### config.mk
export PLATFORM = sky130hd
export DESIGN_NAME = message_envelope_decoder_top
export DESIGN_NICKNAME = d
export VERILOG_FILES = /design/src/rtl/med_pkg.sv /design/src/rtl/message_envelope_decoder_top.sv /design/src/rtl/med_cfg.sv /design/src/rtl/med_parse.sv /design/src/rtl/med_outreg.sv
export SDC_FILE = /design/constraint.sdc
export NUM_CORES = 1
export LEC_CHECK = 0
export BUFFER_PORTS_ARGS = -buffer_cell sky130_fd_sc_hd__buf_2
export CAP_MARGIN = 40
export CORE_MARGIN = 2
export CORE_UTILIZATION = 63
export DETAILED_ROUTE_END_ITERATION = 6
export PLACE_DENSITY = 0.82
export SYNTH_ARGS = -nofsm -noshare
export SYNTH_HDL_FRONTEND = slang
export SYNTH_SLANG_ARGS = --single-unit
### constraint.sdc
create_clock -name aclk -period 11.55 [get_ports aclk]
set_clock_uncertainty 0.05 [all_clocks]
set_input_delay 1.155 -clock aclk [delete_from_list [all_inputs] [get_ports aclk]]
set_output_delay 1.155 -clock aclk [all_outputs]
set_load 0.05 [all_outputs]
### src/rtl/med_pkg.sv
// Shared types, constants and helpers of the message envelope decoder.
package med_pkg;

    // Frame layout.
    localparam int unsigned HEAD_BYTES = 13;
    localparam int unsigned POS_W      = 9;
    localparam int unsigned COUNT_W    = POS_W + 1;
    localparam logic [POS_W-1:0] POS_MAX = '1;

    // Header offsets.
    localparam logic [POS_W-1:0] OFS_MAGIC0  = 9'd0;
    localparam logic [POS_W-1:0] OFS_MAGIC1  = 9'd1;
    localparam logic [POS_W-1:0] OFS_SCHEMA  = 9'd2;
    localparam logic [POS_W-1:0] OFS_ROUTE   = 9'd3;
    localparam logic [POS_W-1:0] OFS_SRC_LO  = 9'd4;
    localparam logic [POS_W-1:0] OFS_SRC_HI  = 9'd7;
    localparam logic [POS_W-1:0] OFS_MSG_LO  = 9'd8;
    localparam logic [POS_W-1:0] OFS_MSG_HI  = 9'd11;
    localparam logic [POS_W-1:0] OFS_LENGTH  = 9'd12;

    // Magic bytes 'T' and 'N'.
    localparam logic [7:0] MAGIC0 = 8'h54;
    localparam logic [7:0] MAGIC1 = 8'h4E;

    // UTF-8 byte classes and code point limits.
    localparam logic [7:0]  PRINT_LO   = 8'h20;
    localparam logic [7:0]  PRINT_HI   = 8'h7E;
    localparam logic [7:0]  LEAD2_LO   = 8'hC2;
    localparam logic [7:0]  LEAD2_HI   = 8'hDF;
    localparam logic [7:0]  LEAD3_LO   = 8'hE0;
    localparam logic [7:0]  LEAD3_HI   = 8'hEF;
    localparam logic [7:0]  LEAD4_LO   = 8'hF0;
    localparam logic [7:0]  LEAD4_HI   = 8'hF4;
    localparam logic [7:0]  CONT_MASK  = 8'hC0;
    localparam logic [7:0]  CONT_TAG   = 8'h80;
    localparam logic [20:0] CP_MIN3    = 21'h000800;
    localparam logic [20:0] CP_MIN4    = 21'h010000;
    localparam logic [20:0] CP_SURR_LO = 21'h00D800;
    localparam logic [20:0] CP_SURR_HI = 21'h00DFFF;
    localparam logic [20:0] CP_MAX     = 21'h10FFFF;

    // Configuration register indexes.
    localparam int unsigned CFG_IDX_W = 2;
    localparam logic [CFG_IDX_W-1:0] CFG_SCHEMA_VERSION = 2'd0;
    localparam logic [CFG_IDX_W-1:0] CFG_TEXT_LIMIT     = 2'd1;
    localparam logic [7:0] SCHEMA_RESET = 8'd1;
    localparam logic [7:0] LIMIT_RESET  = 8'd255;

    // Error codes reported with a finished frame.
    typedef enum logic [3:0] {
        ERR_NONE    = 4'd0,
        ERR_SHORT   = 4'd1,
        ERR_MAGIC   = 4'd2,
        ERR_SCHEMA  = 4'd3,
        ERR_ROUTE   = 4'd4,
        ERR_LENGTH  = 4'd5,
        ERR_SIZE    = 4'd6,
        ERR_UTF8    = 4'd7,
        ERR_ZERO_ID = 4'd8
    } err_t;

    // Configuration values seen by the parser.
    typedef struct packed {
        logic [7:0] schema_version;
        logic [7:0] text_limit;
    } cfg_t;

    // One result item.
    typedef struct packed {
        logic [7:0]  text_byte;
        logic        is_text;
        logic        frame_done;
        logic        frame_ok;
        logic [3:0]  error_code;
        logic        route_out;
        logic [31:0] source_out;
        logic [31:0] message_out;
        logic [7:0]  text_length_out;
    } result_t;

    // Keeps the earliest error of the frame.
    function automatic err_t keep_first(input err_t cur, input err_t code);
        keep_first = (cur != ERR_NONE) ? cur : code;
    endfunction

endpackage

### src/rtl/message_envelope_decoder_top.sv
// Top level of the message envelope decoder.
//
//  Channel   Direction  Handshake          Payload
//  s_        in         s_valid/s_ready    s_data_byte, s_last_byte
//  m_        out        m_valid/m_ready    m_text_byte .. m_text_length_out
//  cfg_      in         cfg_wr_en          cfg_index, cfg_wdata
//
// One item per cycle while s_ready is high: each byte is parsed combinationally and its
// result is captured in the result register.
// Header bytes that are not the last byte give no result item.
// s_ready is low only while a held result is stalled by m_ready.
// Reset is synchronous on aresetn low and clears frame state, the configuration registers and the result valid flag.
module message_envelope_decoder_top
    import med_pkg::*;
(
    input  logic                 aclk,
    input  logic                 aresetn,
    input  logic                 cfg_wr_en,
    input  logic [CFG_IDX_W-1:0] cfg_index,
    input  logic [7:0]           cfg_wdata,
    input  logic                 s_valid,
    output logic                 s_ready,
    input  logic [7:0]           s_data_byte,
    input  logic                 s_last_byte,
    output logic                 m_valid,
    input  logic                 m_ready,
    output logic [7:0]           m_text_byte,
    output logic                 m_is_text,
    output logic                 m_frame_done,
    output logic                 m_frame_ok,
    output logic [3:0]           m_error_code,
    output logic                 m_route_out,
    output logic [31:0]          m_source_out,
    output logic [31:0]          m_message_out,
    output logic [7:0]           m_text_length_out
);

    cfg_t    cfg;
    logic    res_valid;
    result_t res;
    result_t m_res;

    med_cfg u_cfg (
        .aclk      (aclk),
        .aresetn   (aresetn),
        .cfg_wr_en (cfg_wr_en),
        .cfg_index (cfg_index),
        .cfg_wdata (cfg_wdata),
        .cfg       (cfg)
    );

    med_parse u_parse (
        .aclk      (aclk),
        .aresetn   (aresetn),
        .cfg       (cfg),
        .in_fire   (s_valid && s_ready),
        .in_byte   (s_data_byte),
        .in_last   (s_last_byte),
        .res_valid (res_valid),
        .res       (res)
    );

    med_outreg u_outreg (
        .aclk      (aclk),
        .aresetn   (aresetn),
        .s_valid   (s_valid),
        .s_ready   (s_ready),
        .res_valid (res_valid),
        .res       (res),
        .m_valid   (m_valid),
        .m_ready   (m_ready),
        .m_res     (m_res)
    );

    // Result fields to ports.
    assign m_text_byte       = m_res.text_byte;
    assign m_is_text         = m_res.is_text;
    assign m_frame_done      = m_res.frame_done;
    assign m_frame_ok        = m_res.frame_ok;
    assign m_error_code      = m_res.error_code;
    assign m_route_out       = m_res.route_out;
    assign m_source_out      = m_res.source_out;
    assign m_message_out     = m_res.message_out;
    assign m_text_length_out = m_res.text_length_out;

endmodule

### src/rtl/med_cfg.sv
// Configuration registers of the message envelope decoder.
module med_cfg
    import med_pkg::*;
(
    input  logic                 aclk,
    input  logic                 aresetn,
    input  logic                 cfg_wr_en,
    input  logic [CFG_IDX_W-1:0] cfg_index,
    input  logic [7:0]           cfg_wdata,
    output cfg_t                 cfg
);

    logic [7:0] schema_reg;
    logic [7:0] limit_reg;

    // Register writes; unknown indexes are ignored.
    always_ff @(posedge aclk) begin
        if (!aresetn) begin
            schema_reg <= SCHEMA_RESET;
            limit_reg  <= LIMIT_RESET;
        end else if (cfg_wr_en) begin
            case (cfg_index)
                CFG_SCHEMA_VERSION: schema_reg <= cfg_wdata;
                CFG_TEXT_LIMIT:     limit_reg  <= cfg_wdata;
                default:            ;
            endcase
        end
    end

    assign cfg.schema_version = schema_reg;
    assign cfg.text_limit     = limit_reg;

endmodule

### src/rtl/med_parse.sv
// Per-byte frame parser: header capture, UTF-8 check and error tracking.
module med_parse
    import med_pkg::*;
(
    input  logic       aclk,
    input  logic       aresetn,
    input  cfg_t       cfg,
    input  logic       in_fire,
    input  logic [7:0] in_byte,
    input  logic       in_last,
    output logic       res_valid,
    output result_t    res
);

    logic [POS_W-1:0] pos_reg,     pos_next;
    logic             route_reg,   route_next;
    logic [31:0]      source_reg,  source_next;
    logic [31:0]      message_reg, message_next;
    logic [7:0]       length_reg,  length_next;
    err_t             err_reg,     err_next;
    logic [1:0]       pend_reg,    pend_next;
    logic [1:0]       seq_reg,     seq_next;
    logic [20:0]      cp_reg,      cp_next;

    logic               is_text;
    logic [20:0]        cp_joined;
    logic [COUNT_W-1:0] count;
    logic [COUNT_W-1:0] text_end;
    logic [4:0]         lane_shift;

    assign cp_joined  = {cp_reg[14:0], in_byte[5:0]};
    assign lane_shift = {pos_reg[1:0], 3'b000};
    assign count      = {1'b0, pos_reg} + COUNT_W'(1);

    // Next state and result for the byte at the input.
    always_comb begin
        pos_next     = (pos_reg != POS_MAX) ? pos_reg + POS_W'(1) : pos_reg;
        route_next   = route_reg;
        source_next  = source_reg;
        message_next = message_reg;
        length_next  = length_reg;
        err_next     = err_reg;
        pend_next    = pend_reg;
        seq_next     = seq_reg;
        cp_next      = cp_reg;
        is_text      = 1'b0;

        if (pos_reg == OFS_MAGIC0) begin
            if (in_byte != MAGIC0) err_next = keep_first(err_next, ERR_MAGIC);
        end else if (pos_reg == OFS_MAGIC1) begin
            if (in_byte != MAGIC1) err_next = keep_first(err_next, ERR_MAGIC);
        end else if (pos_reg == OFS_SCHEMA) begin
            if (in_byte != cfg.schema_version) err_next = keep_first(err_next, ERR_SCHEMA);
        end else if (pos_reg == OFS_ROUTE) begin
            route_next = in_byte[0];
            if (in_byte > 8'd1) err_next = keep_first(err_next, ERR_ROUTE);
        end else if (pos_reg >= OFS_SRC_LO && pos_reg <= OFS_SRC_HI) begin
            source_next = source_reg | ({24'b0, in_byte} << lane_shift);
            if (pos_reg == OFS_SRC_HI && source_next == 32'd0) begin
                err_next = keep_first(err_next, ERR_ZERO_ID);
            end
        end else if (pos_reg >= OFS_MSG_LO && pos_reg <= OFS_MSG_HI) begin
            message_next = message_reg | ({24'b0, in_byte} << lane_shift);
            if (pos_reg == OFS_MSG_HI && message_next == 32'd0) begin
                err_next = keep_first(err_next, ERR_ZERO_ID);
            end
        end else if (pos_reg == OFS_LENGTH) begin
            length_next = in_byte;
            if (in_byte == 8'd0 || in_byte > cfg.text_limit) begin
                err_next = keep_first(err_next, ERR_LENGTH);
            end
        end else if ({1'b0, pos_reg} < COUNT_W'(HEAD_BYTES) + {2'b00, length_reg}) begin
            is_text = 1'b1;
            if (pend_reg == 2'd0) begin
                // Lead byte or printable single byte.
                if (in_byte >= PRINT_LO && in_byte <= PRINT_HI) begin
                    pend_next = 2'd0;
                end else if (in_byte >= LEAD2_LO && in_byte <= LEAD2_HI) begin
                    pend_next = 2'd1;
                    seq_next  = 2'd1;
                    cp_next   = {16'b0, in_byte[4:0]};
                end else if (in_byte >= LEAD3_LO && in_byte <= LEAD3_HI) begin
                    pend_next = 2'd2;
                    seq_next  = 2'd2;
                    cp_next   = {17'b0, in_byte[3:0]};
                end else if (in_byte >= LEAD4_LO && in_byte <= LEAD4_HI) begin
                    pend_next = 2'd3;
                    seq_next  = 2'd3;
                    cp_next   = {18'b0, in_byte[2:0]};
                end else begin
                    err_next = keep_first(err_next, ERR_UTF8);
                end
            end else if ((in_byte & CONT_MASK) != CONT_TAG) begin
                // A broken sequence is dropped.
                err_next  = keep_first(err_next, ERR_UTF8);
                pend_next = 2'd0;
                seq_next  = 2'd0;
                cp_next   = '0;
            end else begin
                cp_next   = cp_joined;
                pend_next = pend_reg - 2'd1;
                if (pend_reg == 2'd1) begin
                    // Sequence complete: reject overlong, surrogate and out of range.
                    if ((seq_reg == 2'd2 && cp_joined < CP_MIN3) ||
                        (seq_reg == 2'd3 && cp_joined < CP_MIN4) ||
                        (cp_joined >= CP_SURR_LO && cp_joined <= CP_SURR_HI) ||
                        cp_joined > CP_MAX) begin
                        err_next = keep_first(err_next, ERR_UTF8);
                    end
                    seq_next = 2'd0;
                    cp_next  = '0;
                end
            end
        end else begin
            err_next = keep_first(err_next, ERR_SIZE);
        end

        // End of frame checks.
        if (in_last) begin
            if (count < COUNT_W'(HEAD_BYTES)) begin
                err_next = keep_first(err_next, ERR_SHORT);
            end else if (count < text_end) begin
                err_next = keep_first(err_next, ERR_SIZE);
            end else if (pend_next != 2'd0) begin
                err_next = keep_first(err_next, ERR_UTF8);
            end
        end
    end

    assign text_end = COUNT_W'(HEAD_BYTES) + {2'b00, length_next};

    // Result item for this byte.
    always_comb begin
        res_valid           = is_text || in_last;
        res.text_byte       = is_text ? in_byte : 8'd0;
        res.is_text         = is_text;
        res.frame_done      = in_last;
        res.frame_ok        = in_last && (err_next == ERR_NONE);
        res.error_code      = in_last ? 4'(err_next) : 4'(ERR_NONE);
        res.route_out       = in_last ? route_next : 1'b0;
        res.source_out      = in_last ? source_next : 32'd0;
        res.message_out     = in_last ? message_next : 32'd0;
        res.text_length_out = in_last ? length_next : 8'd0;
    end

    // Frame state; a last byte starts the next frame from scratch.
    always_ff @(posedge aclk) begin
        if (!aresetn || (in_fire && in_last)) begin
            pos_reg     <= '0;
            route_reg   <= 1'b0;
            source_reg  <= '0;
            message_reg <= '0;
            length_reg  <= '0;
            err_reg     <= ERR_NONE;
            pend_reg    <= '0;
            seq_reg     <= '0;
            cp_reg      <= '0;
        end else if (in_fire) begin
            pos_reg     <= pos_next;
            route_reg   <= route_next;
            source_reg  <= source_next;
            message_reg <= message_next;
            length_reg  <= length_next;
            err_reg     <= err_next;
            pend_reg    <= pend_next;
            seq_reg     <= seq_next;
            cp_reg      <= cp_next;
        end
    end

    // A last byte always leaves the parser at the start of a frame.
    assert property (@(posedge aclk) disable iff (!aresetn)
        in_fire && in_last |=> pos_reg == '0 && err_reg == ERR_NONE && pend_reg == 2'd0)
        else $error("frame state not cleared after last byte");

    // Outstanding continuations never exceed the sequence being decoded.
    assert property (@(posedge aclk) disable iff (!aresetn)
        pend_reg <= seq_reg)
        else $error("continuation count above sequence length");

    // Once recorded, an error holds until the frame ends.
    assert property (@(posedge aclk) disable iff (!aresetn)
        err_reg != ERR_NONE && !(in_fire && in_last) |=> $stable(err_reg))
        else $error("first error overwritten inside a frame");

endmodule

### src/rtl/med_outreg.sv
// Result register between the parser and the result channel.
module med_outreg
    import med_pkg::*;
(
    input  logic    aclk,
    input  logic    aresetn,
    input  logic    s_valid,
    output logic    s_ready,
    input  logic    res_valid,
    input  result_t res,
    output logic    m_valid,
    input  logic    m_ready,
    output result_t m_res
);

    logic    valid_reg;
    result_t data_reg;

    // Take a new item whenever the held result leaves or there is none.
    assign s_ready = !valid_reg || m_ready;

    always_ff @(posedge aclk) begin
        if (!aresetn) begin
            valid_reg <= 1'b0;
        end else if (s_valid && s_ready) begin
            valid_reg <= res_valid;
        end else if (m_ready) begin
            valid_reg <= 1'b0;
        end
    end

    always_ff @(posedge aclk) begin
        if (s_valid && s_ready && res_valid) begin
            data_reg <= res;
        end
    end

    assign m_valid = valid_reg;
    assign m_res   = data_reg;

    // A frame result reports ok exactly when it carries no error.
    assert property (@(posedge aclk) disable iff (!aresetn)
        valid_reg && data_reg.frame_done |->
            data_reg.frame_ok == (data_reg.error_code == 4'(ERR_NONE)))
        else $error("frame_ok disagrees with error_code");

    // A result that ends no frame is a text byte with a clear header.
    assert property (@(posedge aclk) disable iff (!aresetn)
        valid_reg && !data_reg.frame_done |->
            data_reg.is_text && !data_reg.frame_ok &&
            data_reg.error_code == 4'(ERR_NONE) && data_reg.source_out == 32'd0)
        else $error("text-only result carries frame status");

endmodule
=== Word-level counts from Yosys, hierarchy flattened ===
Index checks and enable logic that the tools add are counted.

* Register bits: 210
* Logic and storage cells: 213

* Equal/unequal tests: 17
* Shift-type cells: 1
* Reductions and logical operators: 41
* Add/sub/neg operators: 5
* Mux-type cells: 97
* Order comparisons: 22
* Bitwise logic cells: 9

{| class="wikitable"
|+ Operators by type and width
! kind !! number
|-
| $mux W32 || 11
|-
| $mux W4 || 37
|-
| $mux W15 || 7
|-
| $logic_not A32 Y1 || 2
|-
| $or A32 B32 Y32 || 2
|-
| $mux W8 || 7
|-
| $mux W2 || 21
|-
| $shl A8 B5 Y32 || 1
|-
| $ge A8 B8 Y1 const B || 3
|-
| $le A8 B8 Y1 const B || 3
|-
| $ge A21 B16 Y1 const B || 1
|-
| $gt A21 B21 Y1 const B || 1
|-
| $le A21 B16 Y1 const B || 1
|-
| $lt A21 B12 Y1 const B || 1
|-
| $lt A21 B17 Y1 const B || 1
|-
| $add A4 B8 Y9 const A || 2
|-
| $eq A9 B2 Y1 const B || 2
|-
| $eq A9 B4 Y1 const B || 2
|-
| $ne A8 B7 Y1 const B || 2
|-
| $logic_and A1 B1 Y1 || 15
|-
| $mux W1 || 14
|-
| $reduce_and A12 Y1 || 1
|-
| $reduce_and A11 Y1 || 1
|-
| $add A9 B1 Y10 const B || 1
|-
| other kinds (32) || 53
|}

=== Longest topological paths before layout ===
* Word-level depth: 25
* Depth in mapped cells: 20

=== Modules after synthesis ===
A second synthesis with hierarchy kept.

* Cell total of the unflattened synthesis: 1099
* Area, all modules: 10289.9 um2

{| class="wikitable"
|+ By module, submodules not included
! module !! instances !! cells each !! area an instance (um2)
|-
| med_parse || 1 || 934 || 6905.4
|-
| med_outreg || 1 || 93 || 2707.6
|-
| med_cfg || 1 || 71 || 670.6
|-
| message_envelope_decoder_top || 1 || 1 || 6.3
|}

=== Least setup slack after synthesis ===
No wires, ideal clock.

* Path kind: reg-to-reg
* Start: reg u_parse.length_reg[2]
* End: reg u_outreg.data_reg (netlist bit u_outreg.m_res[0]) (enable)
* Stages on the path, launching flop included: 14
* Buffers on the path: 2
* Clock period less this slack: 4.845 ns
* Setup time: 0.441 ns
* Path slack: 6.705 ns
* Arrival: 4.354 ns
* Cell sequence: dfxtp_1 clkbuf_1 a21oi_1 nand2b_1 nand4_1 xor2_1 ha_1 and4_1 a21oi_1 o221ai_1 nor3_1 clkbuf_1 o21ai_0 inv_1

{| class="wikitable"
|+ RTL lines
! element !! RTL line !! text
|-
| from (decl) || med_parse.sv:19 || <nowiki>logic [7:0] length_reg, length_next;</nowiki>
|-
| from (signal assigned) || med_parse.sv:163 || <nowiki>length_reg <= length_next;</nowiki>
|-
| to (signal assigned) || med_outreg.sv:34 || <nowiki>data_reg <= res;</nowiki>
|-
| to (decl) || med_outreg.sv:17 || <nowiki>result_t data_reg;</nowiki>
|}

=== Worst setup path after layout ===
* Start: reg u_parse.pos_reg[0]
* End: reg u_outreg.data_reg (netlist bit u_outreg.m_res[74]), data pin

* Elaborated cells on any way between the ends: 59
* Those cells by class: 2 x add/sub; 7 x order compare; 6 x eq/ne; 1 x shift; 32 x mux; 2 x bitwise; 9 x reduce/logical

{| class="wikitable"
|+ RTL lines
! element !! RTL line !! text
|-
| from (decl) || med_parse.sv:15 || <nowiki>logic [POS_W-1:0] pos_reg, pos_next;</nowiki>
|-
| from (signal assigned) || med_parse.sv:159 || <nowiki>pos_reg <= pos_next;</nowiki>
|-
| $add A9 B1 Y10 * || med_parse.sv:33 || <nowiki>assign count = {1'b0, pos_reg} + COUNT_W'(1);</nowiki>
|-
| via u_parse.count[0] || med_parse.sv:27 || <nowiki>logic [COUNT_W-1:0] count;</nowiki>
|-
| $lt A10 B9 Y1 || med_parse.sv:122 || <nowiki>end else if (count < text_end) begin</nowiki>
|-
| $mux W4 || med_parse.sv:122 ||
|-
| $mux W4 * || med_parse.sv:120 || <nowiki>if (count < COUNT_W'(HEAD_BYTES)) begin</nowiki>
|-
| $mux W4 * || med_parse.sv:119 || <nowiki>if (in_last) begin</nowiki>
|}

The timed path passes the listed nets; every way through them passes the cells marked *.
A chain may end at the register's enable or synchronous reset.

==> impl_metrics.sql <==
INSERT INTO impl_metrics (metric_group, metric, value, unit) VALUES
('setup_path', 'crit_arrival', '4.75', 'ns'),
('floorplan', 'fp.dieArea', '16870', 'um2'),
('finish', 'layout.filler_cells', '1198', ''),
('synthesis', 'number_of_warnings_issued_by_yosys', '0', ''),
('synthesis', 'yosys_register_bits', '210', ''),
('min_path', 'hold_start', 'u_parse.cp_reg[13]$_SDFFE_PP0P_', ''),
('power_and_ir_drop', 'sw_power', '0.4539', 'mW'),
('timing', 'final_max_slew_viol_count', '0', ''),
('routing', 'routed_wl', '25.64', 'mm'),
('placement', 'place.gp.congestion', '0.9450', ''),
('clock_network', 'postCtsHoldBufs', '0', ''),
('power_and_ir_drop', 'internal_power', '1.235', 'mW'),
('synthesis', 'synthArstFlopShare', '0', ''),
('grt', 'global_route_wire_length_before_repair', '40.50', 'mm'),
('setup_path', 'worst_r2r_startpoint', 'u_parse.pos_reg[0]$_SDFFE_PP0P_', ''),
('clock_network', 'clock_path_buffers', '3', ''),
('setup_path', 'worst-endpoint-required', '11.70', 'ns'),
('floorplan', 'floorplan.initialDensity', '0.6355', ''),
('timing', 'grt_setup_unrepaired', 'no', ''),
('finish', 'antennaDiodeCount', '0', ''),
('finish', 'number_of_flip_flops_under_the_largest_register_name', '88', ''),
('clock_network', 'cts_buffers', '22', ''),
('setup_path', 'worstSetupStartpoint', 'u_parse.pos_reg[0]$_SDFFE_PP0P_', ''),
('power_and_ir_drop', 'pwr-share-clk', '0.393', ''),
('routing', 'detailroute.via_count', '8642', ''),
('clock_network', 'post_cts_resized', '0', ''),
('setup_path', 'startpoint_type', 'flip-flop', ''),
('routing', 'number_of_nets_with_antenna_violations_after_detailed_routing', '0', ''),
('run_status', 'status', 'finished clean', ''),
('grt', 'number_of_antenna_violations_at_the_first_check_in_global_routing', '0', ''),
('timing', 'final-hold-violation-count', '0', ''),
('clock_network', 'cts_setup_buffers', '0', ''),
('synthesis', 'synth-edff-count', '88', ''),
('finish', 'net_count_reported_at_finish', '1227', ''),
('grt', 'number_of_global_route_vias_before_repair', '7744', ''),
('grt', 'leftover_overflow_at_the_end_of_global_routing', '0', ''),
('setup_path', 'worstSetupEndpointType', 'flip-flop', ''),
('clock_network', 'cts_sinks', '210', ''),
('power_and_ir_drop', 'p_leak', '4.409', 'nW'),
('power_and_ir_drop', 'p_per_area', '148.8', 'nW/um2'),
('clock_network', 'clk_root_buffer_cell', 'sky130_fd_sc_hd__clkbuf_16', ''),
('floorplan', 'die-height', '129.9', 'um'),
('power_and_ir_drop', 'netSwitchingFraction', '0.2687', ''),
('job', 'max_cap_violations', '0', ''),
('synthesis', 'synth.net_count', '1158', ''),
('routing', 'drt-initial-drc-count', '1018', ''),
('finish', 'layout-area-overhead-vs-synth', '13.66', '%'),
('clock_network', 'worstSkewPairLatency', '0.50', 'ns'),
('timing', 'tns', '0', 'ns'),
('power_and_ir_drop', 'seq_power_share', '0.480', ''),
('clock_network', 'ctsHtreeMaxLevel', '1', ''),
('min_path', 'timing.hold.worst_path_depth', '2', ''),
('setup_path', 'critical_path_peak_fanout', '24', ''),
('placement', 'place_area', '10660', 'um2'),
('synthesis', 'synth.yosys.seq_area_share', '0.5093', ''),
('floorplan', 'floorplan.io_pins', '114', ''),
('placement', 'place.detailed.hpwl', '17.31', 'mm'),
('finish', 'final_cell_area', '11350', 'um2'),
('timing', 'max_slew_margin', '0.4183', ''),
('grt', 'pin_count_of_the_biggest_net_entering_global_routing', '78', ''),
('routing', 'route.detailed.drc', '0', ''),
('finish', 'final_cell_mix', '182 x sky130_fd_sc_hd__nor2_1, 149 x sky130_fd_sc_hd__a21oi_1, 122 x sky130_fd_sc_hd__dfxtp_1', ''),
('synthesis', 'ys_dominant_reg_cell', 'sky130_fd_sc_hd__dfxtp_1', ''),
('timing', 'timing.final.crit_period', '4.602', 'ns'),
('floorplan', 'floorplan.die.width', '129.9', 'um'),
('synthesis', 'synth_area', '9985', 'um2'),
('clock_network', 'clk_transition_reported_paths', '0.06', 'ns'),
('setup_path', 'r2r_cells', '16', ''),
('timing', 'worst_slew_pin_slew', '0.8697', 'ns'),
('routing', 'drt-wirelength-per-cell', '18.30', 'um'),
('routing', 'detail_route.vias_per_cell', '6.168', '');
## worst max-delay path, cell delays in order, from the launching register on
cell                      delay (ns)
sky130_fd_sc_hd__dfxtp_1        0.59
sky130_fd_sc_hd__inv_1          0.20
sky130_fd_sc_hd__ha_1           0.35
sky130_fd_sc_hd__nand3_1        0.25
sky130_fd_sc_hd__o31ai_1        0.51
sky130_fd_sc_hd__nand2_1        0.16
sky130_fd_sc_hd__ha_1           0.28
sky130_fd_sc_hd__nor3_1         0.20
sky130_fd_sc_hd__xnor2_1        0.14
sky130_fd_sc_hd__a21oi_1        0.09
sky130_fd_sc_hd__ha_1           0.34
sky130_fd_sc_hd__a21oi_1        0.06
sky130_fd_sc_hd__o21ai_0        0.15
sky130_fd_sc_hd__a21oi_1        0.07
sky130_fd_sc_hd__o21ai_0        0.51
sky130_fd_sc_hd__and2_1         0.26
sky130_fd_sc_hd__o32ai_1        0.10
## per-layer routing
layer | GRT usage | part of all wire | up-vias
li1 | - | - | 4086
met1 | 0.4248 | 0.41 | 4054
met2 | 0.4860 | 0.47 | 433
met3 | 0.03772 | 0.081 | 69
met4 | 0.1120 | 0.034 | 0
met5 | 0 | 0 | -
## Yosys cell counts, types with 11 or more instances
master                     number  area (um2)
sky130_fd_sc_hd__and2_1        13       81.33
sky130_fd_sc_hd__nor2b_1       14       87.58
sky130_fd_sc_hd__xnor2_1       11       96.34
sky130_fd_sc_hd__buf_1         12       45.04
sky130_fd_sc_hd__inv_1         22       82.58
sky130_fd_sc_hd__o211ai_1      12       90.09
sky130_fd_sc_hd__nor2_1       182       683.2
sky130_fd_sc_hd__nor3_1        30       150.1
sky130_fd_sc_hd__a21oi_1      149       745.7
sky130_fd_sc_hd__nor4_1        21       131.4
sky130_fd_sc_hd__nand3_1       37       185.2
sky130_fd_sc_hd__xor2_1        22       192.7
sky130_fd_sc_hd__edfxtp_1      88        2643
sky130_fd_sc_hd__ha_1          34       425.4
sky130_fd_sc_hd__clkbuf_1      65       244.0
sky130_fd_sc_hd__nand4_1       18       112.6
sky130_fd_sc_hd__o21ai_0       18       90.09
sky130_fd_sc_hd__nand2_1       71       266.5
sky130_fd_sc_hd__a31oi_1       37       231.5
sky130_fd_sc_hd__dfxtp_1      122        2442
sky130_fd_sc_hd__mux2i_1       13       130.1
## path summary, 6_finish.rpt
| check | slack (ns) | endpoint |
|---|---|---|
| max | 6.95 | u_outreg.m_res[74]$_SDFFCE_PN0P_ |
| min | 0.40 | u_parse.cp_reg[13]$_SDFFE_PP0P_ |
| max reg2reg | 6.95 | u_outreg.m_res[74]$_SDFFCE_PN0P_ |
| min reg2reg | 0.40 | u_parse.cp_reg[13]$_SDFFE_PP0P_ |
## cells by family (layout without fill, tap and decap cells)
family / count (synthesis) / count (layout) / share of synthesized area
AOI/OAI and AO/OA: 265 / 265 / 0.1560
xor gates and xnor gates: 33 / 33 / 0.02895
adders and majority gates: 34 / 34 / 0.04261
buffers and inverters: 108 / 193 / 0.04286
DFF: 210 / 210 / 0.5093
muxes: 15 / 15 / 0.01529
and+or+nand+nor: 435 / 435 / 0.2050
## through the flow
stage                     std cells  power, mW  setup WS, ns  utilization  hold WS, ns
final                          1401      1.689         6.948       0.7222       0.4028
after global placement         1354      1.032         7.232       0.6725       0.3913
after floorplan                1100     0.9812         6.705            -       0.3816
after global routing           1401      1.742         6.587       0.7222       0.4186
after detailed placement       1361      1.038         7.135       0.6785       0.3970
after CTS                      1401      1.696         7.085       0.7222       0.4033
## power by group through the flow
stage,Combinational [mW],Sequential [mW],Clock [mW]
4_1_cts,0.213,0.810,0.673
6_report,0.215,0.811,0.664
3_5_place_dp,0.212,0.827,0
5_1_grt,0.229,0.813,0.701
3_3_place_gp,0.205,0.826,0
2_1_floorplan,0.0881,0.893,0
## cell type report
type	instances	area, um2	area share
timing repair buffer	130	735.7	0.06483
clock buffer	33	643.1	0.05667
clock inverter	7	43.79	0.003859
inverter	23	87.58	0.007718
tap	216	270.3	0.02381
multi-input combinational	782	4483	0.3950
sequential	210	5085	0.4481
Note: power is estimated with default switching activity, not from simulation.
